$ cat src/hdl/nss_ram.sv
`default_nettype none
module nss_ram #(
    parameter int WIDTH = 8,
    parameter int DEPTH = 16
) (
    input  wire logic                                  i_clk,
    input  wire logic                                  i_we,
    input  wire logic [(DEPTH > 1 ? $clog2(DEPTH) : 1)-1:0] i_waddr,
    input  wire logic [WIDTH-1:0]                      i_wdata,
    input  wire logic                                  i_re,
    input  wire logic [(DEPTH > 1 ? $clog2(DEPTH) : 1)-1:0] i_raddr,
    output logic [WIDTH-1:0]                           o_rdata
);
    logic [WIDTH-1:0] r_mem [DEPTH];

    always_ff @(posedge i_clk) begin
        if (i_we) begin
            r_mem[i_waddr] <= i_wdata;
        end
        if (i_re) begin
            o_rdata <= r_mem[i_raddr];
        end
    end
endmodule
`default_nettype wire

$ cat config.mk
export PLATFORM = sky130hd
export DESIGN_NAME = nss_ram
export DESIGN_NICKNAME = d
export VERILOG_FILES = /design/src/hdl/nss_ram.sv
export SDC_FILE = /design/constraint.sdc
export NUM_CORES = 1
export LEC_CHECK = 0
export BUFFER_PORTS_ARGS = -buffer_cell sky130_fd_sc_hd__buf_2
export CORE_MARGIN = 3
export CORE_UTILIZATION = 45
export CTS_BUF_LIST = sky130_fd_sc_hd__clkbuf_4 sky130_fd_sc_hd__clkbuf_8
export DETAILED_ROUTE_END_ITERATION = 16
export SYNTH_ARGS = -nofsm -noshare
export SYNTH_HDL_FRONTEND = slang
export SYNTH_SLANG_ARGS = --single-unit
$ cat constraint.sdc
create_clock -name i_clk -period 3.1 [get_ports i_clk]
set_input_delay 0.31 -clock i_clk [delete_from_list [all_inputs] [get_ports i_clk]]
set_output_delay 0.31 -clock i_clk [all_outputs]
set_load 0.05 [all_outputs]
After elaboration in Yosys (flattened, before gate mapping)
Memories as Yosys holds them, arrays and structs flattened. A register that Yosys moved wholly into a read port is not among the register bits.
Cells that the tools add are included.
Operators by class
  shift operators: 0
  reductions and logical operators: 0
  $add $sub $neg: 0
  order comparisons: 0
  multiplexer cells: 2
  divide/modulo/power cells: 0
  eq/ne operators: 0
  multiply operators: 0
  bitwise gates (word level): 0
Operator list (number)
  $mux 1: 2
Storage, ports and cells
  bits in latches: 0
  ROM bits: 0
  output and inout port bits: 8
  input port bits: 19
  bits in writable memories: 128
  register bits: 0
  logic and storage cells: 3
  memories kept: 1
Memory list
  r_mem: words 16, width 8, read ports 1, clocked after memory_dff 1, write ports 1, line 14  | logic [WIDTH-1:0] r_mem [DEPTH];

Longest topological paths before layout
Gate-level depths: netlist (run 1).
  depth in word-level cells: 2
  depth in mapped cells: 5
  gate-level depth less buffers: 3

Least setup slack after synthesis (run 1)
Ideal clock, no wire load.
  path type: input to register
  start: input port i_waddr[2] (netlist bit)
  end: memory r_mem[0][0], enable pin
  data arrival time: 1.420 ns
  data required time: 2.717 ns
  setup time: 0.383 ns
  buffers on the path: 0
  cell stages on the path: 2
  path slack: 1.297 ns
  cells stage by stage: or3b_2 -> nor3_1
RTL lines
  start: declaration: line 8  | input wire logic [(DEPTH > 1 ? $clog2(DEPTH) : 1)-1:0] i_waddr,
  end: declaration: line 14
No word-level cell before the write port.

==> metrics.md, run 1 <==
| Metric | Value |
|---|---|
| #FFs+latches synth | `136` |
| Final Hold Fails | `0` |
| Post-layout nets | `295` |
| CP Launch Type | `input port` |
| Flop2flop setup slack | `1.61 ns` |
| Cts hold-fix bufs | `0` |
| Largest net degree at the start of global routing | `24` |
| Placed Area | `0.00555 mm²` |
| Routed wire length | `9.72 mm` |
| Clock tree from TritonCTS | `done` |
| Switching Fraction | `0.216` |
| Core area | `0.0111 mm²` |
| Combinational power share | `0.056` |
| Top_reg_cell synth | `edfxtp_1` |
| Cells after Synth | `229` |
| GPL Wtd Cong | `0.683` |
| Post-Syn Area per Cell | `22.8 µm²` |
| Yosys warnings | `0` |
| DRT Pass-1 Iters | `4` |
| Worst vdd ir | `250 µV` |
| Type of the worst setup path | `input port to flop` |
| Number of enable flip-flop cells after synthesis | `136` |
| Clock tree buffer depth | `2` |
| CTS buffer count | `17` |
| Layout area overhead | `14.0%` |
| GRT Util Overall | `0.162` |
| Hold-critical path endpoint | `r_mem[10][5]` |
| Pins Over Slew Limit | `0` |
| Post-synth top cells | `edfxtp_1, mux4_2, a22oi_1, mux4_1, nor2_1` |
| Crit path time final | `1.68 ns` |
| Grt ovf | `0` |
| Post-cts resize count | `0` |
| First-pass GRT wire length | `14.8 mm` |
| Setup TNS | `0 ns` |
| Min-delay worst type | `input port to flop` |
| Max-cap violations | `0` |
| Area share of the largest cell type after synthesis | `0.781` |
| DIE HEIGHT | `114 µm` |
| Post CTS Setup Buffer Count | `0` |
| H-tree Lvls | `4` |
| Hpwl dp | `6.07 mm` |
| Die area | `0.0129 mm²` |
| Worst-path fanout max | `23` |
| First-iteration detailed-routing DRC count | `161` |
| Unrepaired setup endpoints after global routing | `false` |
| Initial antenna violation count | `0` |
| Worst setup EP type | `flop` |
| Critical R2R Capture | `o_rdata[4]` |
| Worst Tran Pin Value | `0.898 ns` |
| Total number of vias | `2379` |
| Reg power frac | `0.554` |
| Async set-or-reset flop fraction in the synthesized netlist | `0` |
| IO Pins | `27` |
| Initial Util | `0.472` |
| Max Freq | `596 MHz` |
| Hold_ws | `0.267 ns` |
| Cell variety after synth | `18` |
| Count leader, synth | `edfxtp_1` |
| Pwr dens | `630 mW/mm²` |
| Post-DR vias/cell | `5.55` |
| Clock sink total | `136` |
| Area leader, netlist | `edfxtp_1` |
| Largest cells by area after synthesis | `edfxtp_1, mux4_2, mux4_1` |
| Cell area after layout | `0.00596 mm²` |
| Clk Latency, worst-skew pair | `0.42 ns` |
| Clock slew at reported path FFs | `0.08 ns` |
| Worst Path Arrival | `1.84 ns` |
| Status | `finished, final reports clean` |
| Detail Route Antenna Nets | `0` |
| Post-synthesis sequential area ratio | `0.781` |
| Clock group share of total power | `0.389` |
| Post-route DRC | `0` |
| # port buffers | `26` |
| DR WL/cell | `22.7 µm` |
| Leakage | `1.97 nW` |
| Max-slew headroom | `0.400` |
| Die width | `114 µm` |
| Rows | `38` |
| Clk root buf | `clkbuf_8` |
| Hold Startpoint | `i_wdata[5]` |
| Switch Pwr | `809 µW` |
| FF-to-FF path depth | `3` |
| Net Count, Synth | `248` |
| Final core occ | `0.538` |
| Critical Path RT | `3.26 ns` |
| Finish-stage setup viols | `0` |
| Hold depth | `1` |
| Worst flop-to-flop path startpoint | `r_mem[9][4]` |
| Mapped cell area | `0.00523 mm²` |
| Tcrit/Tclk final | `0.541` |
| Layout cells sized above 1 | `0.301` |
| Cell Int Power | `2.94 mW` |
| Vias in the first global route | `2532` |
| Antenna diode instance count | `0` |
| Layout Skew | `0.00849 ns` |
-- layer usage --
metal / wire, µm / track usage / vias to the layer above / share of wire
met4: 73 / 0.0451 / 0 / 0.0075
met5: 0 / 0 / - / 0
met3: 408 / 0.0440 / 5 / 0.042
li1: - / - / 1078 / -
met2: 4780 / 0.252 / 58 / 0.49
met1: 4450 / 0.230 / 1238 / 0.46
-- power by group through the flow --
stage	Combinational, mW	Sequential [mW]	Clock (mW)
floorplan	0.105	2.15	0
global placement	0.212	2.12	0
detailed placement	0.215	2.12	0
CTS	0.215	2.08	1.49
global route	0.229	2.08	1.58
finish	0.211	2.08	1.46
-- kinds of logic after synthesis --
family | Yosys count | synth area share
AO/OA/AOI/OAI | 16 | 0.0230
multiplexers | 32 | 0.148
flip-flops | 136 | 0.781
AND/OR/NAND/NOR | 35 | 0.0314
buffers and inverters | 10 | 0.0165
-- metrics by stage --
step | std cells | setup WS [ns] | power (mW)
final | 429 | 1.42 | 3.75
after CTS | 429 | 1.41 | 3.78
after detailed placement | 397 | 0.947 | 2.34
after global placement | 397 | 0.956 | 2.33
after global routing | 429 | 1.34 | 3.89
after floorplan | 229 | 1.30 | 2.25
-- how the worst max path moves through the flow --
stage	startpoint	endpoint	slack (ns)	cells past startpoint
detailed placement	i_raddr[0]	o_rdata[0]	0.95	5
floorplan	i_waddr[2]	r_mem[0][0]	1.30	2
global placement	i_raddr[0]	o_rdata[4]	0.96	5
global route	i_raddr[0]	o_rdata[0]	1.34	5
CTS	i_raddr[0]	o_rdata[0]	1.41	5
finish	i_raddr[0]	o_rdata[4]	1.42	5
-- sequential cells by signal, summed over array words and instances, names as in the netlist --
signal and flops:
r_mem 128, o_rdata 8
-- critical path, cell delays in order --
cell and delay, ns:
buf_2 0.31, buf_12 0.28, mux4_1 0.57, a22oi_1 0.28, nand2_1 0.08
-- cells in the final DEF, fill, tap and decap left out --
| cell | count |
|---|---|
| nor2b_1 | 1 |
| a22oi_1 | 16 |
| mux4_1 | 14 |
| clkinvlp_4 | 3 |
| clkinv_2 | 1 |
| and2b_1 | 1 |
| edfxtp_1 | 136 |
| buf_2 | 26 |
| clkinv_4 | 4 |
| inv_6 | 2 |
| buf_4 | 11 |
| and2_1 | 1 |
| nand2_1 | 9 |
| or3b_2 | 1 |
| buf_12 | 1 |
| clkinv_1 | 2 |
| bufinv_16 | 3 |
| nor3_1 | 4 |
| clkbuf_8 | 17 |
| nand3b_1 | 2 |
| nand2b_1 | 2 |
| nand3_1 | 1 |
| mux4_2 | 18 |
| nor2_1 | 13 |
-- final cells by class --
cell class,instances,area (µm²)
fill,866,5120
clock buffer,17,234
multi-input combinational,83,1060
timing repair buffer,38,233
tap,140,175
sequential,136,4080
clock inverter,15,178
Note: power is estimated with default switching activity, not from simulation.
==> inputs of run 2 (changes only) <==
- ABC_AREA: unset -> 1
- clock period: 3.1 -> 1.65 ns (I/O delays scaled with it)
==> metrics.md, run 2 <==
| Metric | Value |
|---|---|
| Worst flop-to-flop path startpoint | `r_mem[1][2]` |
| WP buf/inv | `1` |
| First-pass GRT wire length | `20.6 mm` |
| H-tree Lvls | `4` |
| FF-to-FF path depth | `6` |
| Post-layout nets | `617` |
| Pins Over Slew Limit | `0` |
| Post-DR vias/cell | `4.90` |
| Layout cells sized above 1 | `0.139` |
| Hpwl dp | `8.20 mm` |
| Max reg flops | `128` |
| Type of the worst setup path | `flop to output port` |
| Initial Util | `0.461` |
| Async set-or-reset flop fraction in the synthesized netlist | `0` |
| Worst setup margin | `0.429 ns` |
| Max-slew headroom | `0.565` |
| Clock sink total | `136` |
| Pwr dens | `1160 mW/mm²` |
| Max Freq | `819 MHz` |
| Register with the most flip-flops | `r_mem` |
| Clk Latency, worst-skew pair | `0.43 ns` |
| Grt ovf | `0` |
| Clock tree from TritonCTS | `done` |
| Die width | `120 µm` |
| Net Count, Synth | `570` |
| CTS buffer count | `17` |
| Crit path time final | `1.22 ns` |
| Largest net degree at the start of global routing | `35` |
| Final Hold Fails | `0` |
| Worst vdd ir | `513 µV` |
| Post-synthesis sequential area ratio | `0.698` |
| Post CTS Setup Buffer Count | `0` |
| Routed wire length | `13.2 mm` |
| Top flop regs | `r_mem x128, o_rdata x8` |
| Detail Route Antenna Nets | `0` |
| Rows | `41` |
| GPL Wtd Cong | `0.790` |
| Vias in the first global route | `3699` |
| CP peak stage delay | `0.40 ns` |
| Finish-stage setup viols | `0` |
| Clock tree buffer depth | `2` |
| Area leader, netlist | `edfxtp_1` |
| Post-Syn Area per Cell | `10.6 µm²` |
| Unrepaired setup endpoints after global routing | `false` |
| Leakage | `2.92 nW` |
| Yosys warnings | `0` |
| Status | `finished, final reports clean` |
| Cells after Synth | `551` |
| Worst path slowest cell | `edfxtp_1` |
| Critical R2R Capture | `o_rdata[2]` |
| Layout Skew | `0.0116 ns` |
| Tot Pwr | `7.82 mW` |
| DIE HEIGHT | `120 µm` |
| Min-delay worst type | `input port to flop` |
| Post-cts resize count | `0` |
| DR WL/cell | `16.8 µm` |
| Crit path max-delay family | `flip-flops` |
| CP Launch Type | `flop` |
| Total number of vias | `3834` |
| First-iteration detailed-routing DRC count | `401` |
| Core area | `0.0127 mm²` |
| # port buffers | `26` |
| Post-synth top cells | `nand2_1, edfxtp_1, inv_1, nand3_1, nor2_1` |
| DRT Pass-1 Iters | `5` |
| Number of enable flip-flop cells after synthesis | `136` |
| Chain of cells forming the critical path | `buf_2` |
| Hold-critical path endpoint | `o_rdata[6]` |
| Area share of the largest cell type after synthesis | `0.698` |
| Most frequent cells in the layout | `nand2_1, edfxtp_1, inv_1` |
| Initial antenna violation count | `0` |
| Tcrit/Tclk final | `0.740` |
| GRT Util Overall | `0.193` |
| Mapped cell area | `0.00585 mm²` |
| Hold Startpoint | `i_re` |
| Count leader, synth | `nand2_1` |
| Commonest non-fill, non-tap cell in the layout | `nand2_1` |
| Setup TNS | `0 ns` |
| Top_reg_cell synth | `edfxtp_1` |
| Pre-CTS WS | `0.186 ns` |
| Cell variety after synth | `11` |
| Layout area overhead | `15.1%` |
| Hold depth | `1` |
| Worst setup EP type | `output port` |
| Die area | `0.0144 mm²` |
| Worst Tran Pin Value | `0.651 ns` |
| Critical Path RT | `1.48 ns` |
| Worst Path Arrival | `1.06 ns` |
| Post-route DRC | `0` |
| #FFs+latches synth | `136` |
| Antenna diode instance count | `0` |
| Cts hold-fix bufs | `0` |
| Worst-path fanout max | `1` |
| IO Pins | `27` |
| Flop2flop setup slack | `0.49 ns` |
| Max-cap violations | `0` |
| Clock slew at reported path FFs | `0.08 ns` |
| Largest cells by area after synthesis | `edfxtp_1, nand2_1, nand3_1` |
| Clk root buf | `clkbuf_8` |
-- run 2: area by class of cell --
type	instances	area, µm²
Clock buffer	19	249
Clock inverter	13	249
Fill cell	1108	5940
Inverter	102	383
Multi-Input combinational cell	289	1210
Sequential cell	136	4080
Tap cell	172	215
Timing Repair Buffer	52	338
-- run 2: layer usage --
layer	share of wire	vias to the layer above	global-route usage
met5	0	-	0
met4	0.023	0	0.0723
met3	0.072	22	0.0462
met2	0.46	132	0.299
met1	0.44	1807	0.265
li1	-	1873	-
-- run 2: worst max-delay path by stage --
| stage | endpoint | slack, ns | cells after the start | startpoint |
|---|---|---|---|---|
| final | o_rdata[0] | 0.43 | 1 | o_rdata[0] |
| after global routing | o_rdata[0] | 0.38 | 1 | o_rdata[0] |
| after CTS | o_rdata[0] | 0.40 | 1 | o_rdata[0] |
| after detailed placement | o_rdata[3] | 0.19 | 9 | i_raddr[0] |
| after global placement | o_rdata[6] | 0.22 | 6 | i_raddr[1] |
| after floorplan | r_mem[10][0] | 0.53 | 2 | i_waddr[2] |
-- run 2: where the power goes --
group,total (mW),internal [mW],switching (mW)
clock network,3.39,2.13,1.25
logic,0.532,0.142,0.390
registers,3.91,3.89,0.0188
-- run 2: cell families after synthesis --
| logic type | count (synthesis) | synth area share |
|---|---|---|
| buf+inv | 126 | 0.0939 |
| simple gates | 289 | 0.208 |
| flops | 136 | 0.698 |
-- run 2: through the flow --
stage	instances	instance area, µm²	util	hold WS, ns
after CTS	783	6730	0.531	0.0617
after floorplan	551	5850	-	0.264
final	783	6730	0.531	0.0874
after detailed placement	751	6230	0.492	0.526
after global routing	783	6730	0.531	0.0665
after global placement	751	6230	0.492	0.522
