[config.mk]
export PLATFORM = sky130hd
export DESIGN_NAME = nss_ctrl
export DESIGN_NICKNAME = d
export VERILOG_FILES = /design/src/hdl/nss_pkg.sv /design/src/hdl/nss_ctrl.sv
export SDC_FILE = /design/constraint.sdc
export NUM_CORES = 1
export LEC_CHECK = 0
export BUFFER_PORTS_ARGS = -buffer_cell sky130_fd_sc_hd__buf_2
export CORE_MARGIN = 1.5
export CORE_UTILIZATION = 45
export DETAILED_ROUTE_END_ITERATION = 8
export GPL_TIMING_DRIVEN = 0
export PLACE_DENSITY = 0.73
export SYNTH_ARGS = -nofsm -noshare
export SYNTH_HDL_FRONTEND = slang
export SYNTH_SLANG_ARGS = --single-unit
[constraint.sdc]
create_clock -name i_clk -period 4.2 [get_ports i_clk]
set_clock_uncertainty 0.1 [all_clocks]
set_input_delay 0.21 -clock i_clk [delete_from_list [all_inputs] [get_ports i_clk]]
set_output_delay 0.21 -clock i_clk [all_outputs]
set_load 0.05 [all_outputs]
[src/hdl/nss_pkg.sv]
`default_nettype none
package nss_pkg;

    localparam int CW    = 12;            // coordinate width
    localparam int DW    = CW + 1;        // coordinate difference
    localparam int PW    = 2 * DW + 1;    // dot, cross, len2 (signed)
    localparam int CMW   = PW - 1;        // |cross|
    localparam int LW    = PW - 1;        // len2 (unsigned)
    localparam int SQW   = 2 * CMW;       // cross^2
    localparam int PPW   = CMW + LW;      // one partial product
    localparam int FW    = SQW + LW;      // cross^2 * len2
    localparam int DISTW = 28;
    localparam int WTW   = 16;
    localparam int IDXW  = 6;
    localparam int SEGW  = 7;
    localparam int CFGW  = 28;
    localparam int ENTW  = 4 * CW + 1 + WTW;

    localparam logic [DISTW-1:0] FAR_RESET = DISTW'(2000);

    localparam logic REQ_WRITE = 1'b0;
    localparam logic REQ_QUERY = 1'b1;

    localparam logic CFG_SEGMENTS = 1'b0;
    localparam logic CFG_FAR      = 1'b1;

    typedef struct packed {
        logic signed [CW-1:0]  ax;
        logic signed [CW-1:0]  ay;
        logic signed [CW-1:0]  bx;
        logic signed [CW-1:0]  by;
        logic                  left;
        logic signed [WTW-1:0] wt;
    } t_ent;

    typedef struct packed {
        logic load_point;
        logic st_dif;
        logic st_prd;
        logic st_sq;
        logic st_pp;
        logic st_cmp;
        logic div_init;
        logic div_step;
        logic load_out;
    } t_cmd;

    typedef struct packed {
        logic found;
        logic out_free;
    } t_sts;

endpackage
`default_nettype wire

[src/hdl/nss_ctrl.sv]
`default_nettype none
module nss_ctrl #(
    parameter int MAX_SEGMENTS = 64
) (
    input  wire logic                       i_clk,
    input  wire logic                       i_rst_n,
    input  wire logic                       i_valid,
    input  wire logic                       i_req_type,
    output logic                            o_ready,
    input  wire logic                       i_cfg_we,
    input  wire logic                       i_cfg_addr,
    input  wire logic [nss_pkg::CFGW-1:0]   i_cfg_data,
    input  wire nss_pkg::t_sts              i_sts,
    output nss_pkg::t_cmd                   o_cmd,
    output logic                            o_rd_en,
    output logic [(MAX_SEGMENTS > 1 ? $clog2(MAX_SEGMENTS) : 1)-1:0] o_idx
);
    import nss_pkg::*;

    localparam int AW  = MAX_SEGMENTS > 1 ? $clog2(MAX_SEGMENTS) : 1;
    localparam int NW  = $clog2(MAX_SEGMENTS + 1);
    localparam int DCW = $clog2(SQW);

    localparam logic [3:0] S_IDLE = 4'd0;
    localparam logic [3:0] S_RD   = 4'd1;
    localparam logic [3:0] S_DIF  = 4'd2;
    localparam logic [3:0] S_PRD  = 4'd3;
    localparam logic [3:0] S_SQ   = 4'd4;
    localparam logic [3:0] S_PP   = 4'd5;
    localparam logic [3:0] S_CMP  = 4'd6;
    localparam logic [3:0] S_DVS  = 4'd7;
    localparam logic [3:0] S_DIV  = 4'd8;
    localparam logic [3:0] S_OUT  = 4'd9;

    logic [3:0]      r_state, n_state;
    logic [AW-1:0]   r_idx, n_idx;
    logic [DCW-1:0]  r_dcnt, n_dcnt;
    logic [SEGW-1:0] r_seg;
    logic [NW-1:0]   lim;
    logic            accept;
    logic            last;

    assign lim    = (32'(r_seg) > MAX_SEGMENTS) ? NW'(MAX_SEGMENTS) : NW'(r_seg);
    assign last   = (NW'(r_idx) + NW'(1)) == lim;
    assign accept = i_valid && o_ready;
    assign o_ready = (r_state == S_IDLE);
    assign o_idx  = r_idx;

    always_ff @(posedge i_clk) begin
        if (!i_rst_n) begin
            r_seg <= '0;
        end else if (i_cfg_we && i_cfg_addr == CFG_SEGMENTS) begin
            r_seg <= i_cfg_data[SEGW-1:0];
        end
    end

    always_comb begin
        n_state = r_state;
        n_idx   = r_idx;
        n_dcnt  = r_dcnt;
        o_cmd   = '0;
        o_rd_en = 1'b0;
        case (r_state)
            S_IDLE: begin
                if (accept && i_req_type == REQ_QUERY) begin
                    o_cmd.load_point = 1'b1;
                    n_idx = '0;
                    n_state = (lim == '0) ? S_DVS : S_RD;
                end
            end
            S_RD: begin
                o_rd_en = 1'b1;
                n_state = S_DIF;
            end
            S_DIF: begin
                o_cmd.st_dif = 1'b1;
                n_state = S_PRD;
            end
            S_PRD: begin
                o_cmd.st_prd = 1'b1;
                n_state = S_SQ;
            end
            S_SQ: begin
                o_cmd.st_sq = 1'b1;
                n_state = S_PP;
            end
            S_PP: begin
                o_cmd.st_pp = 1'b1;
                n_state = S_CMP;
            end
            S_CMP: begin
                o_cmd.st_cmp = 1'b1;
                if (last) begin
                    n_state = S_DVS;
                end else begin
                    n_idx = r_idx + AW'(1);
                    n_state = S_RD;
                end
            end
            S_DVS: begin
                n_dcnt = '0;
                if (i_sts.found) begin
                    o_cmd.div_init = 1'b1;
                    n_state = S_DIV;
                end else begin
                    n_state = S_OUT;
                end
            end
            S_DIV: begin
                o_cmd.div_step = 1'b1;
                n_dcnt = r_dcnt + DCW'(1);
                if (r_dcnt == DCW'(SQW - 1)) begin
                    n_state = S_OUT;
                end
            end
            S_OUT: begin
                if (i_sts.out_free) begin
                    o_cmd.load_out = 1'b1;
                    n_state = S_IDLE;
                end
            end
            default: begin
                n_state = S_IDLE;
            end
        endcase
    end

    always_ff @(posedge i_clk) begin
        if (!i_rst_n) begin
            r_state <= S_IDLE;
            r_idx   <= '0;
            r_dcnt  <= '0;
        end else begin
            r_state <= n_state;
            r_idx   <= n_idx;
            r_dcnt  <= n_dcnt;
        end
    end
endmodule
`default_nettype wire

# Word-level counts from Yosys, hierarchy flattened
# Index checks and enable logic that the tools add are counted.
[word_totals]
elab_cells = 58
reg_bits = 23
[classes]
n_eq_ne = 15
n_reduce_logical = 9
n_mux = 25
addsub = 3
order_cmp = 1
bitwise = 1
[op_table]
columns = ["op", "count"]
rows = [
  ["4-bit case mux with 10 select lines", 1],
  ["6-bit case mux with 2 select lines", 2],
  ["4-bit by 3-bit equality test with 1-bit output (second input constant)", 4],
  ["1-bit 2-to-1 mux", 14],
  ["6-bit by 1-bit adder with 6-bit output (second input constant)", 2],
  ["4-bit 2-to-1 mux", 3],
  ["6-bit 2-to-1 mux", 2],
  ["4-bit by 2-bit equality test with 1-bit output (second input constant)", 2],
  ["4-bit equality test (second input constant)", 2],
  ["6-bit by 1-bit adder with 7-bit output (second input constant)", 1],
  ["7-bit equality test", 1],
  ["7-bit > comparator (second input constant)", 1],
  ["7-bit zero test", 1],
  ["7-bit 2-to-1 mux", 1],
  ["6-bit equality test (second input constant)", 1],
  ["3-bit 2-to-1 mux", 2],
  ["2-bit inequality test (second input constant)", 3],
  ["3-bit AND reduction", 2],
  ["4-bit by 1-bit equality test with 1-bit output (second input constant)", 1],
  ["4-bit zero test", 1],
  ["2-bit nonzero test", 2],
  ["1-bit logical AND", 3],
  ["2-bit by 1-bit inequality test with 1-bit output (second input constant)", 1],
  ["1-bit NOT", 1],
]

# Logic depth before layout (Yosys ltp)
# Gate-level depths: netlist of the first run.
[logic_depth]
depth_word = 6
ltp_mapped = 8
mapped_depth_nobuf = 7

# Worst setup path before layout of the first run
# No wires, ideal clock.
[synth_timing]
path_kind = "reg2reg"
startpoint = "reg r_state[2]"
endpoint = "reg r_idx[0] (netlist: o_idx[0])"
period_less_slack_ns = 3.274
setup_slack_ns = 0.926
arrival_ns = 3.046
path_stages_with_launch = 8
n_path_buf = 1
cell_sequence = "dfxtp_1 > buf_6 > nor4_1 > nand3_1 > inv_1 > nor2_1 > nand2_1 > mux2i_1"
[synth_between]
elab_chain_len = 5
word_cells_on_any_way = 9
classes_between = "3 x eq/ne; 1 x mux; 5 x reduce/logical"
[synth_rtl]
columns = ["element", "line", "source"]
rows = [
  ["from (decl)", "nss_ctrl.sv:35", "logic [3:0] r_state, n_state;"],
  ["from (signal assigned)", "nss_ctrl.sv:134", "r_state <= n_state;"],
  ["4-bit zero test (*)", "nss_ctrl.sv:46", "assign o_ready = (r_state == S_IDLE);"],
  ["via o_ready", "nss_ctrl.sv:9", "output logic o_ready,"],
  ["1-bit logical AND", "nss_ctrl.sv:45", "assign accept = i_valid && o_ready;"],
  ["1-bit logical AND", "nss_ctrl.sv:65", "if (accept && i_req_type == REQ_QUERY) begin"],
  ["2-bit by 1-bit inequality test with 1-bit output (no source line)", "-", ""],
  ["3-bit AND reduction (no source line)", "-", ""],
  ["to (signal assigned)", "nss_ctrl.sv:135", "r_idx <= n_idx;"],
  ["to (decl)", "nss_ctrl.sv:36", "logic [AW-1:0] r_idx, n_idx;"],
]
# The timed path passes the listed nets; every way through them passes the cells marked *.
# A chain may end at the register's enable or synchronous reset.

# Worst setup path after layout of the first run
[layout_timing]
startpoint = "reg r_idx[0] (netlist: o_idx[0])"
endpoint = "reg r_idx[0] (netlist: o_idx[0])"
[layout_between]
elab_chain_len = 4
word_cells_on_any_way = 7
classes_between = "2 x add/sub; 2 x eq/ne; 2 x mux; 1 x reduce/logical"
[layout_rtl]
columns = ["element", "line", "source"]
rows = [
  ["6-bit by 1-bit adder with 7-bit output", "nss_ctrl.sv:44", "assign last = (NW'(r_idx) + NW'(1)) == lim;"],
  ["7-bit equality test", "nss_ctrl.sv:44", ""],
  ["2-bit inequality test (no source line)", "-", ""],
  ["3-bit AND reduction (no source line)", "-", ""],
]
# Several ways; a longest one is shown, not always the timed one. The select of a mux whose other input is x is not followed.

==> results by group, run 1 <==
Run status
  – Status: finished clean

Timing
  – WHS: 0.0277 ns
  – Crit share post-route: 0.543
  – Final Hold Fails: 0
  – Upper clock frequency limit: 439 MHz
  – Fin Setup TNS: 0 ns
  – Slew HR: 0.576
  – Pins over their slew limit: 0
  – Least-Margin Pin Slew: 0.629 ns
  – Fin crit period: 2.28 ns
  – # setup viols final: 0
  – RSZ-0062 raised after global routing: no
  – Fin worst setup slack: 1.92 ns

Final layout
  – Final core occ: 0.548
  – Share of layout cells above drive strength 1: 0.215
  – Area growth, synth to finish: 16.7%
  – Layout net count: 253
  – FILL cells: 310
  – Antenna cell count: 0

Worst setup path
  – Slack of the worst reg-to-reg path: 1.92 ns
  – Critical Path AT: 2.43 ns
  – Highest fanout seen on the critical path: 9
  – Setup CP Type: reg2reg
  – R2r startpoint: o_idx[0]
  – Critical path startpoint category: register
  – CP required: 4.35 ns
  – R2R depth: 7
  – Critical R2R Capture: o_idx[0]
  – Worst Setup End Kind: register

CTS
  – Worst-skew pair later-pin latency: 0.31 ns
  – CTS tree: done
  – Cts bufs inserted: 3
  – Post-cts repair resize count: 0
  – CTS Sinks: 23
  – Post-CTS setup buffer count: 0
  – Clk buf depth: 2
  – Clock transition at path regs: 0.13 ns
  – Htree depth: 1
  – Post-CTS Hold Buffers: 0
  – Root buffer cell: clkbuf_4

Global route
  – Total track usage: 0.194
  – First-pass GRT wire length: 5.23 mm
  – Antenna violations before repair: 0
  – Pin count of the biggest net entering global routing: 14
  – Grt met2 use: 0.303
  – Met3 Use GR: 0.0262
  – GR peak layer: met2
  – Met1 usage: 0.270
  – Vias in the first global route: 1,181
  – Grt total ovfl: 0

Floorplanning
  – Die width: 59.2 microns
  – Starting Density: 0.469
  – Die height: 59.2 microns
  – Rows: 20
  – Core area: 3030 sq um
  – I/O pins: 53
  – Die area: 3500 sq um

Synth
  – Area share of and/or/nand/nor cells after synthesis: 0.327
  – Sequential-to-total area share from yosys stat: 0.324
  – Mapped Cells: 179
  – Synthesized area per cell: 7.94 sq um
  – Synthesis-stage register bit count: 23
  – Mux contribution to synthesized area: 0.0986
  – Synth Warn #: 0
  – Complex-gate fraction of the synthesized area: 0.152
  – Post-Synth XOR/XNOR Area: 0.0431
  – Commonest register cell after synthesis: dfxtp_1
  – Post-synth EDFFs: 0
  – Largest family of logic cells by synthesized area: simple AND/OR/NAND/NOR gates
  – Syn_nets: 217
  – Yosys cell types: 43
  – Synthesized area: 1420 sq um
  – Ys async rst share: 0
  – Adder-Cell Fraction of Synth Area: 0.0176

Route
  – Total number of vias: 1,335
  – Vias/cell: 5.17
  – Post-DR wirelength/cell: 11.8 microns
  – ANT nets after route: 0
  – Drt first-iter violations: 41
  – Drt first pass iters: 4
  – Routed Wire Length: 3.05 mm
  – # DRC: 0

Power
  – Tot Pwr: 0.000691 W
  – Peak supply drop: 167 uV
  – Leakage power figure: 0.693 nW
  – Pwr per Cell Area: 417 nW/um^2

Placement
  – Pre-CTS WS: 1.94 ns
  – Buffers on Ports: 31
  – DP Wirelength: 2.35 mm
  – Final RePlAce weighted congestion: 0.796

Min path
  – Hold_sp: i_cfg_data[6]
  – HP Class: in2reg
  – Hold EP: r_seg[6]
  – Hold Path Depth: 3

Flow run
  – Max-cap viol count: 0
[cells in the mapped netlist (2+ instances only)]
cell | n | area share
nand4b_1 | 2 | 0.012
clkbuf_1 | 4 | 0.011
nand2_1 | 21 | 0.055
mux2i_1 | 14 | 0.099
ha_1 | 2 | 0.018
nor3_1 | 7 | 0.025
dfxtp_1 | 23 | 0.32
xor2_1 | 2 | 0.012
or3_1 | 3 | 0.013
nand4_1 | 2 | 0.0088
a21oi_1 | 12 | 0.042
inv_1 | 5 | 0.013
nor2b_1 | 5 | 0.022
o21ai_0 | 6 | 0.021
o211ai_1 | 2 | 0.011
nand2b_1 | 7 | 0.031
nor2_1 | 21 | 0.055
a211oi_1 | 2 | 0.011
xnor2_1 | 5 | 0.031
nor4_1 | 2 | 0.0088
nand3_1 | 10 | 0.035
[sequential cells by signal, indices dropped and copies added (netlist names)]
name	count
r_dcnt	6
r_seg	7
r_state	4
o_idx	6
[layer usage]
layer	vias up	part of all wire
li1	700	-
met1	611	0.52
met2	22	0.45
met3	2	0.026
met4	0	0.0062
met5	-	0
[worst max-delay path by stage]
stage,from,endpoint,slack [ns],depth (start not counted)
6_report,o_idx[0],o_idx[0],1.92,7
5_1_grt,o_idx[0],o_idx[0],1.66,7
4_1_cts,o_idx[0],o_idx[0],1.90,7
3_5_place_dp,o_idx[0],o_idx[0],1.94,7
3_3_place_gp,o_idx[0],o_idx[4],2.01,7
2_1_floorplan,r_state[2],o_idx[0],0.93,7
[cell families after synthesis]
kind of cell             Yosys count
AND/OR/NAND/NOR                   90
buffers and inverters             12
adder cells (fa/ha/maj)            2
flip-flops                        23
XOR/XNOR                           7
AO/OA/AOI/OAI                     31
multiplexers                      14
[cells in the final DEF, fill, tap and decap left out, types with 2 or more instances in the layout]
cell,instances
o211ai_1,2
or3_1,3
xor2_1,2
nand4_1,2
nand2_1,21
xnor2_1,5
ha_1,2
nand4b_1,2
dfxtp_1,23
nand2b_1,7
buf_2,32
o21ai_0,6
nor3_1,7
nor2b_1,5
nor4_1,2
inv_1,5
clkbuf_1,4
a211oi_1,2
nor2_1,21
clkbuf_4,3
mux2i_1,14
a21oi_1,12
nand3_1,10
[power breakdown]
| part | internal (W) | total (W) | switching [W] |
|---|---|---|---|
| clock | 0.0000356 | 0.000103 | 0.0000673 |
| sequential | 0.000236 | 0.000251 | 0.0000159 |
| combinational | 0.000102 | 0.000337 | 0.000234 |
[stage by stage]
step / instances / area [sq um]
2_1_floorplan: 179 / 1420
3_3_place_gp: 254 / 1630
3_5_place_dp: 254 / 1630
4_1_cts: 258 / 1660
5_1_grt: 258 / 1660
6_report: 258 / 1660
[worst max-delay path, cell delays in order (launching register included)]
cell and delay [ns]:
dfxtp_1 0.50, ha_1 0.28, nand3_1 0.16, xnor2_1 0.25
nand4b_1 0.19, o311ai_4 0.15, a21boi_2 0.33, mux2i_1 0.24
[cell type report]
| type | instances | area [sq um] | share of cell area |
|---|---|---|---|
| plain buffers | 6 | 31.3 | 0.0189 |
| flip-flops and latches | 23 | 460 | 0.278 |
| repair buffers | 31 | 155 | 0.0935 |
| clock buffers | 3 | 22.5 | 0.0136 |
| multi-input cells | 144 | 907 | 0.547 |
| well taps | 44 | 55.1 | 0.0332 |
| inverters | 6 | 22.5 | 0.0136 |
| clock inverters | 1 | 5.00 | 0.00302 |
Power figures use the tool's default switching activity.
==> run 2, diff against run 1 <==
Settings changed: ABC_AREA set to 1, CORE_UTILIZATION 45 to 44, PLACE_DENSITY 0.73 to 0.75.
Clock period 4.2 ns to 1.9 ns, I/O delays scaled along.
==> results by group, run 2 <==
Final layout
  – Most frequent cells in the layout: 44 x nor2_1, 39 x nand2_1, 31 x buf_2
  – Biggest register: r_seg
  – Share of layout cells above drive strength 1: 0.336
  – Antenna cell count: 0
  – Max FFs per register: 7
  – Area growth, synth to finish: 40.7%
  – Design Area, Final: 1990 sq um
  – Layout net count: 322
  – Most common cell after layout, fill and taps aside: nor2_1
  – FILL cells: 318
  – Fin cells: 327

Synth
  – Yosys cell types: 27
  – Post-synth EDFFs: 0
  – Commonest register cell after synthesis: dfxtp_1
  – Ys async rst share: 0
  – Adder-Cell Fraction of Synth Area: 0.0177
  – Most frequent cell after synthesis: nor2_1
  – Largest family of logic cells by synthesized area: simple AND/OR/NAND/NOR gates
  – Mapped Cells: 230
  – Area share of and/or/nand/nor cells after synthesis: 0.392
  – Yosys top cell by area: dfxtp_1
  – Syn_nets: 268
  – Synthesized area: 1420 sq um
  – Complex-gate fraction of the synthesized area: 0.133
  – Yosys top cell area share: 0.325
  – Synth Warn #: 0
  – Mux contribution to synthesized area: 0
  – Synthesized area per cell: 6.15 sq um
  – Post-Synth XOR/XNOR Area: 0.0124
  – Synthesis-stage register bit count: 23
  – Sequential-to-total area share from yosys stat: 0.325
  – Cell types with the highest counts after synthesis: 51 x nor2_1, 44 x nand2_1, 38 x inv_1
  – Synth area leaders: dfxtp_1 33%, nor2_1 14%, nand2_1 12%

Worst setup path
  – Critical Path AT: 2.02 ns
  – Critical path startpoint category: register
  – Setup CP Type: reg2reg
  – R2r startpoint: o_idx[1]
  – Worst Setup End Kind: register
  – Highest fanout seen on the critical path: 5
  – CP startpoint: o_idx[1]
  – CP required: 2.06 ns

Placement
  – DP Wirelength: 2.51 mm
  – Placed instance area: 1680 sq um
  – Final RePlAce weighted congestion: 0.845
  – Dpl cells: 305
  – Buffers on Ports: 31

Power
  – Peak supply drop: 529 uV
  – Clk pwr share: 0.114
  – Total net switching power: 0.00107 W
  – Sequential Power Share: 0.317
  – Cell Int Power: 0.00102 W
  – Leakage power figure: 0.955 nW
  – Pwr per Cell Area: 1050 nW/um^2
  – Switching share of total power: 0.512
  – Combinational power share: 0.568

Global route
  – Antenna violations before repair: 0
  – Total track usage: 0.217
  – Pin count of the biggest net entering global routing: 14
  – Vias in the first global route: 1,385
  – First-pass GRT wire length: 5.97 mm
  – Grt total ovfl: 0

CTS
  – CTS Sinks: 23
  – CTS tree: done
  – Htree depth: 1
  – Root buffer cell: clkbuf_4
  – Clock transition at path regs: 0.13 ns
  – Clk buf depth: 2
  – Cts bufs inserted: 3
  – Worst-skew pair later-pin latency: 0.32 ns

Route
  – ANT nets after route: 0
  – # DRC: 0
  – Post-DR wirelength/cell: 11.1 microns
  – Drt first pass iters: 4
  – Routed Wire Length: 3.63 mm
  – Drt first-iter violations: 84
  – Total number of vias: 1,606
  – Vias/cell: 4.91

Timing
  – Crit share post-route: 0.975
  – Pins over their slew limit: 0
  – Fin Setup TNS: 0 ns
  – RSZ-0062 raised after global routing: yes
  – Upper clock frequency limit: 540 MHz
  – Slew HR: 0.756
  – # setup viols final: 0
  – WHS: 0.0480 ns
  – Least-Margin Pin Slew: 0.364 ns
  – Final Hold Fails: 0
  – Fin crit period: 1.85 ns

Floorplanning
  – Die height: 59.7 microns
  – Starting Density: 0.464
  – I/O pins: 53
  – Rows: 20
  – Die width: 59.7 microns
  – Core area: 3050 sq um
  – Die area: 3570 sq um

Min path
  – HP Class: in2reg
  – Hold_sp: i_sts[0]

Run status
  – Status: finished clean

Flow run
  – Max-cap viol count: 0
-- run 2: changes by cell type after synthesis, sizes merged, moves of 4 or more --
| cell | delta |
|---|---|
| clkbuf | -4 |
| inv | +32 |
| mux2i | -14 |
| nand2 | +25 |
| nand2b | -8 |
| nand3 | +11 |
| nor2 | +31 |
| nor2b | -5 |
| o21ai | +8 |
| or3 | -4 |
| xnor2 | -4 |
-- run 2: final timing paths --
| kind | to | slack, ns | cells past startpoint |
|---|---|---|---|
| max | o_idx[2] | 0.05 | 13 |
| min | r_state[0] | 0.05 | 4 |
| max reg2reg | o_idx[2] | 0.05 | 13 |
| min reg2reg | r_dcnt[0] | 0.40 | 1 |
-- run 2: layer usage --
metal,GRT usage,share of wire
met1,0.304,0.48
met2,0.343,0.48
met3,0.0303,0.032
met4,0.0698,0.010
met5,0,0
-- run 2: layout make-up --
cell class / count / area (sq um) / share of cell area
Tap cell: 44 / 55.1 / 0.0277
Buffer: 3 / 31.3 / 0.0157
Clock inverter: 1 / 5.00 / 0.00251
Sequential cell: 23 / 479 / 0.241
Timing Repair Buffer: 49 / 343 / 0.172
Multi-Input combinational cell: 166 / 912 / 0.458
Clock buffer: 3 / 22.5 / 0.0113
Inverter: 38 / 143 / 0.0717
-- run 2: critical path, stage by stage, from the launching register on --
cell       delay, ns
dfxtp_4         0.42
ha_4            0.14
nand2_2         0.06
inv_2           0.08
nand2_1         0.06
xor2_1          0.14
nor2_1          0.10
nand2_1         0.07
nor2_2          0.14
nand2_2         0.08
nand2_4         0.09
clkbuf_16       0.16
a21oi_2         0.05
nor2_1          0.10
-- run 2: what timing repair did --
action,4_1_cts,5_1_grt
gates cloned,0,1
hold buffers,10,0
setup buffers,1,6
hold endpoints to repair,9,0
pin swaps,0,8
setup endpoints to repair,4,9
resized for setup,3,34
-- run 2: stage by stage --
stage	setup slack, ns	power, W	utilization
global route	-0.0581	0.00225	0.652
detailed placement	-0.0324	0.00174	0.549
finish	0.0480	0.00210	0.652
CTS	0.00145	0.00200	0.596
global placement	-0.0280	0.00172	0.549
floorplan	-0.147	0.00152	-
-- run 2: cell families after synthesis --
group	Yosys count
AND/OR/NAND/NOR	129
AO/OA/AOI/OAI	33
adder cells (fa/ha/maj)	2
flip-flops	23
buffers and inverters	41
XOR/XNOR	2
-- run 2: power groups by stage --
stage,Combinational (W),Sequential (W),Clock [W]
2_1_floorplan,0.000763,0.000753,0
3_3_place_gp,0.00106,0.000661,0
3_5_place_dp,0.00107,0.000663,0
4_1_cts,0.00111,0.000647,0.000241
5_1_grt,0.00131,0.000675,0.000266
6_report,0.00119,0.000666,0.000240
==> run 3, diff against run 2 <==
Settings changed: CORE_MARGIN 1.5 to not set, CORE_UTILIZATION 44 to 40, PLACE_DENSITY 0.75 to 0.69, SLEW_MARGIN set to 20.
==> results by group, run 3 (synthesis results as in run 2) <==
Power
  – Cell Int Power: 0.00105 W
  – Clk pwr share: 0.116
  – Combinational power share: 0.571
  – Sequential Power Share: 0.313
  – Total net switching power: 0.00107 W
  – Leakage power figure: 0.965 nW
  – Switching share of total power: 0.505
  – Peak supply drop: 545 uV
  – Pwr per Cell Area: 1060 nW/um^2

Worst setup path
  – CP dominant cell by count: nand2_1
  – Max stage delay on crit path: 0.39 ns
  – Bufs and invs on worst path: 2
  – Highest fanout seen on the critical path: 5
  – Crit path max-delay family: simple AND/OR/NAND/NOR gates
  – Slowest CP cell: dfxtp_4
  – Worst Setup End Kind: register
  – Critical path startpoint category: register
  – Setup CP Type: reg2reg
  – Critical Path AT: 2.01 ns
  – CP required: 2.04 ns
  – Crit-path cells: buf_6 -> nand3_4 -> nor2_1 -> nand2_1 -> nand2_2 -> nor2_2 -> nor2_1 -> nand2_1 -> nor2_2 -> nand2_1 -> nand2_2 -> buf_6 -> nand3_1 -> nand2_1 -> nor2_1

Final layout
  – Most common cell after layout, fill and taps aside: nor2_1
  – Max FFs per register: 7
  – Share of layout cells above drive strength 1: 0.343
  – Fin cells: 332
  – Layout net count: 325
  – Final core occ: 0.596
  – Area growth, synth to finish: 41.6%
  – Most frequent cells in the layout: 45 x nor2_1, 39 x nand2_1, 31 x inv_1
  – Biggest register: r_seg
  – Antenna cell count: 0

CTS
  – Root buffer cell: clkbuf_4
  – Cts bufs inserted: 3
  – CTS Sinks: 23
  – CTS tree: done
  – Htree depth: 1
  – Clock transition at path regs: 0.14 ns
  – Clk buf depth: 2
  – Worst-skew pair later-pin latency: 0.32 ns

Route
  – Vias/cell: 4.86
  – Drt first-iter violations: 89
  – # DRC: 0
  – Post-DR wirelength/cell: 10.9 microns
  – Drt first pass iters: 4
  – Routed Wire Length: 3.62 mm
  – ANT nets after route: 0
  – Total number of vias: 1,613

Flow run
  – Max-cap viol count: 0

Min path
  – HP Class: in2reg

Timing
  – Crit share post-route: 0.984
  – Least-Margin Pin Slew: 0.348 ns
  – Slew HR: 0.767
  – Final Hold Fails: 0
  – Fin crit period: 1.87 ns
  – Fin worst setup slack: 0.0306 ns
  – RSZ-0062 raised after global routing: yes
  – # setup viols final: 0
  – WHS: 0.0274 ns
  – Upper clock frequency limit: 535 MHz
  – Pins over their slew limit: 0

Floorplanning
  – Core area: 3360 sq um
  – Die height: 61.5 microns
  – I/O pins: 53
  – Rows: 21
  – Starting Density: 0.421
  – Die width: 61.5 microns
  – Die area: 3780 sq um

Global route
  – Grt total ovfl: 0
  – Antenna violations before repair: 0
  – Pin count of the biggest net entering global routing: 14
  – First-pass GRT wire length: 5.55 mm
  – Total track usage: 0.197
  – Vias in the first global route: 1,262

Placement
  – Buffers on Ports: 31
  – Final RePlAce weighted congestion: 0.856
  – Dpl cells: 307
  – DP Wirelength: 2.47 mm
  – Pre-CTS WS: -0.0743 ns

Run status
  – Status: finished clean
==> run 3: cell count changes in the layout (fill, tap and decap cells not counted), moves of 2 or more <==
cell / previous run / this run
inv_2: 8 / 6
buf_6: 3 / 5
buf_4: 5 / 7
nor2_2: 7 / 5
==> run 3: cell type report <==
cell class | count | area (sq um)
tap | 46 | 57.6
clock buffer | 3 | 22.5
sequential | 23 | 480
inverter | 38 | 145
multi-input combinational | 167 | 920
timing repair buffer | 51 | 347
fill | 339 | 1360
clock inverter | 1 | 5.00
buffer | 3 | 27.5
==> run 3: stage by stage <==
step / instance area [sq um] / setup TNS [ns] / power, W
floorplan: 1470 / -1.34 / 0.00152
global placement: 1680 / -0.138 / 0.00172
detailed placement: 1680 / -0.310 / 0.00173
CTS: 1830 / 0 / 0.00200
global route: 2000 / -0.436 / 0.00229
finish: 2000 / 0 / 0.00212
==> run 3: path summary, 6_finish.rpt <==
| check | start | endpoint | slack, ns | cells past startpoint |
|---|---|---|---|---|
| max | o_idx[0] | o_idx[5] | 0.03 | 15 |
| min | i_sts[0] | r_state[0] | 0.03 | 4 |
| max reg2reg | o_idx[0] | o_idx[5] | 0.03 | 15 |
| min reg2reg | r_dcnt[1] | r_dcnt[1] | 0.40 | 2 |
==> run 3: worst register-to-register path, cell delays in order, from the launching register on <==
cell,delay [ns]
dfxtp_4,0.39
buf_6,0.12
nand3_4,0.09
nor2_1,0.12
nand2_1,0.09
nand2_2,0.08
nor2_2,0.03
nor2_1,0.09
nand2_1,0.07
nor2_2,0.13
nand2_1,0.07
nand2_2,0.10
buf_6,0.14
nand3_1,0.07
nand2_1,0.06
nor2_1,0.03
==> run 3: power groups by stage <==
stage	Sequential, W	Clock [W]	Combinational (W)
3_5_place_dp	0.000664	0	0.00106
4_1_cts	0.000649	0.000249	0.00111
6_report	0.000664	0.000246	0.00121
2_1_floorplan	0.000753	0	0.000763
5_1_grt	0.000676	0.000267	0.00134
3_3_place_gp	0.000663	0	0.00106
==> run 3: metal layers <==
| layer | routed length (microns) | GRT usage | vias up |
|---|---|---|---|
| li1 | - | - | 849 |
| met1 | 1800 | 0.278 | 733 |
| met2 | 1690 | 0.309 | 27 |
| met3 | 89 | 0.0315 | 4 |
| met4 | 42 | 0.0571 | 0 |
| met5 | 0 | 0 | - |
==> run 3: timing repair <==
| action | 4_1_cts | 5_1_grt |
|---|---|---|
| pin swaps | 2 | 13 |
| endpoints found under the setup margin | 6 | 11 |
| resized for setup | 6 | 32 |
| cloned | 1 | 1 |
| endpoints found under the hold margin | 9 | 0 |
| buffers inserted | 1 | 8 |
| hold buffers | 10 | 0 |
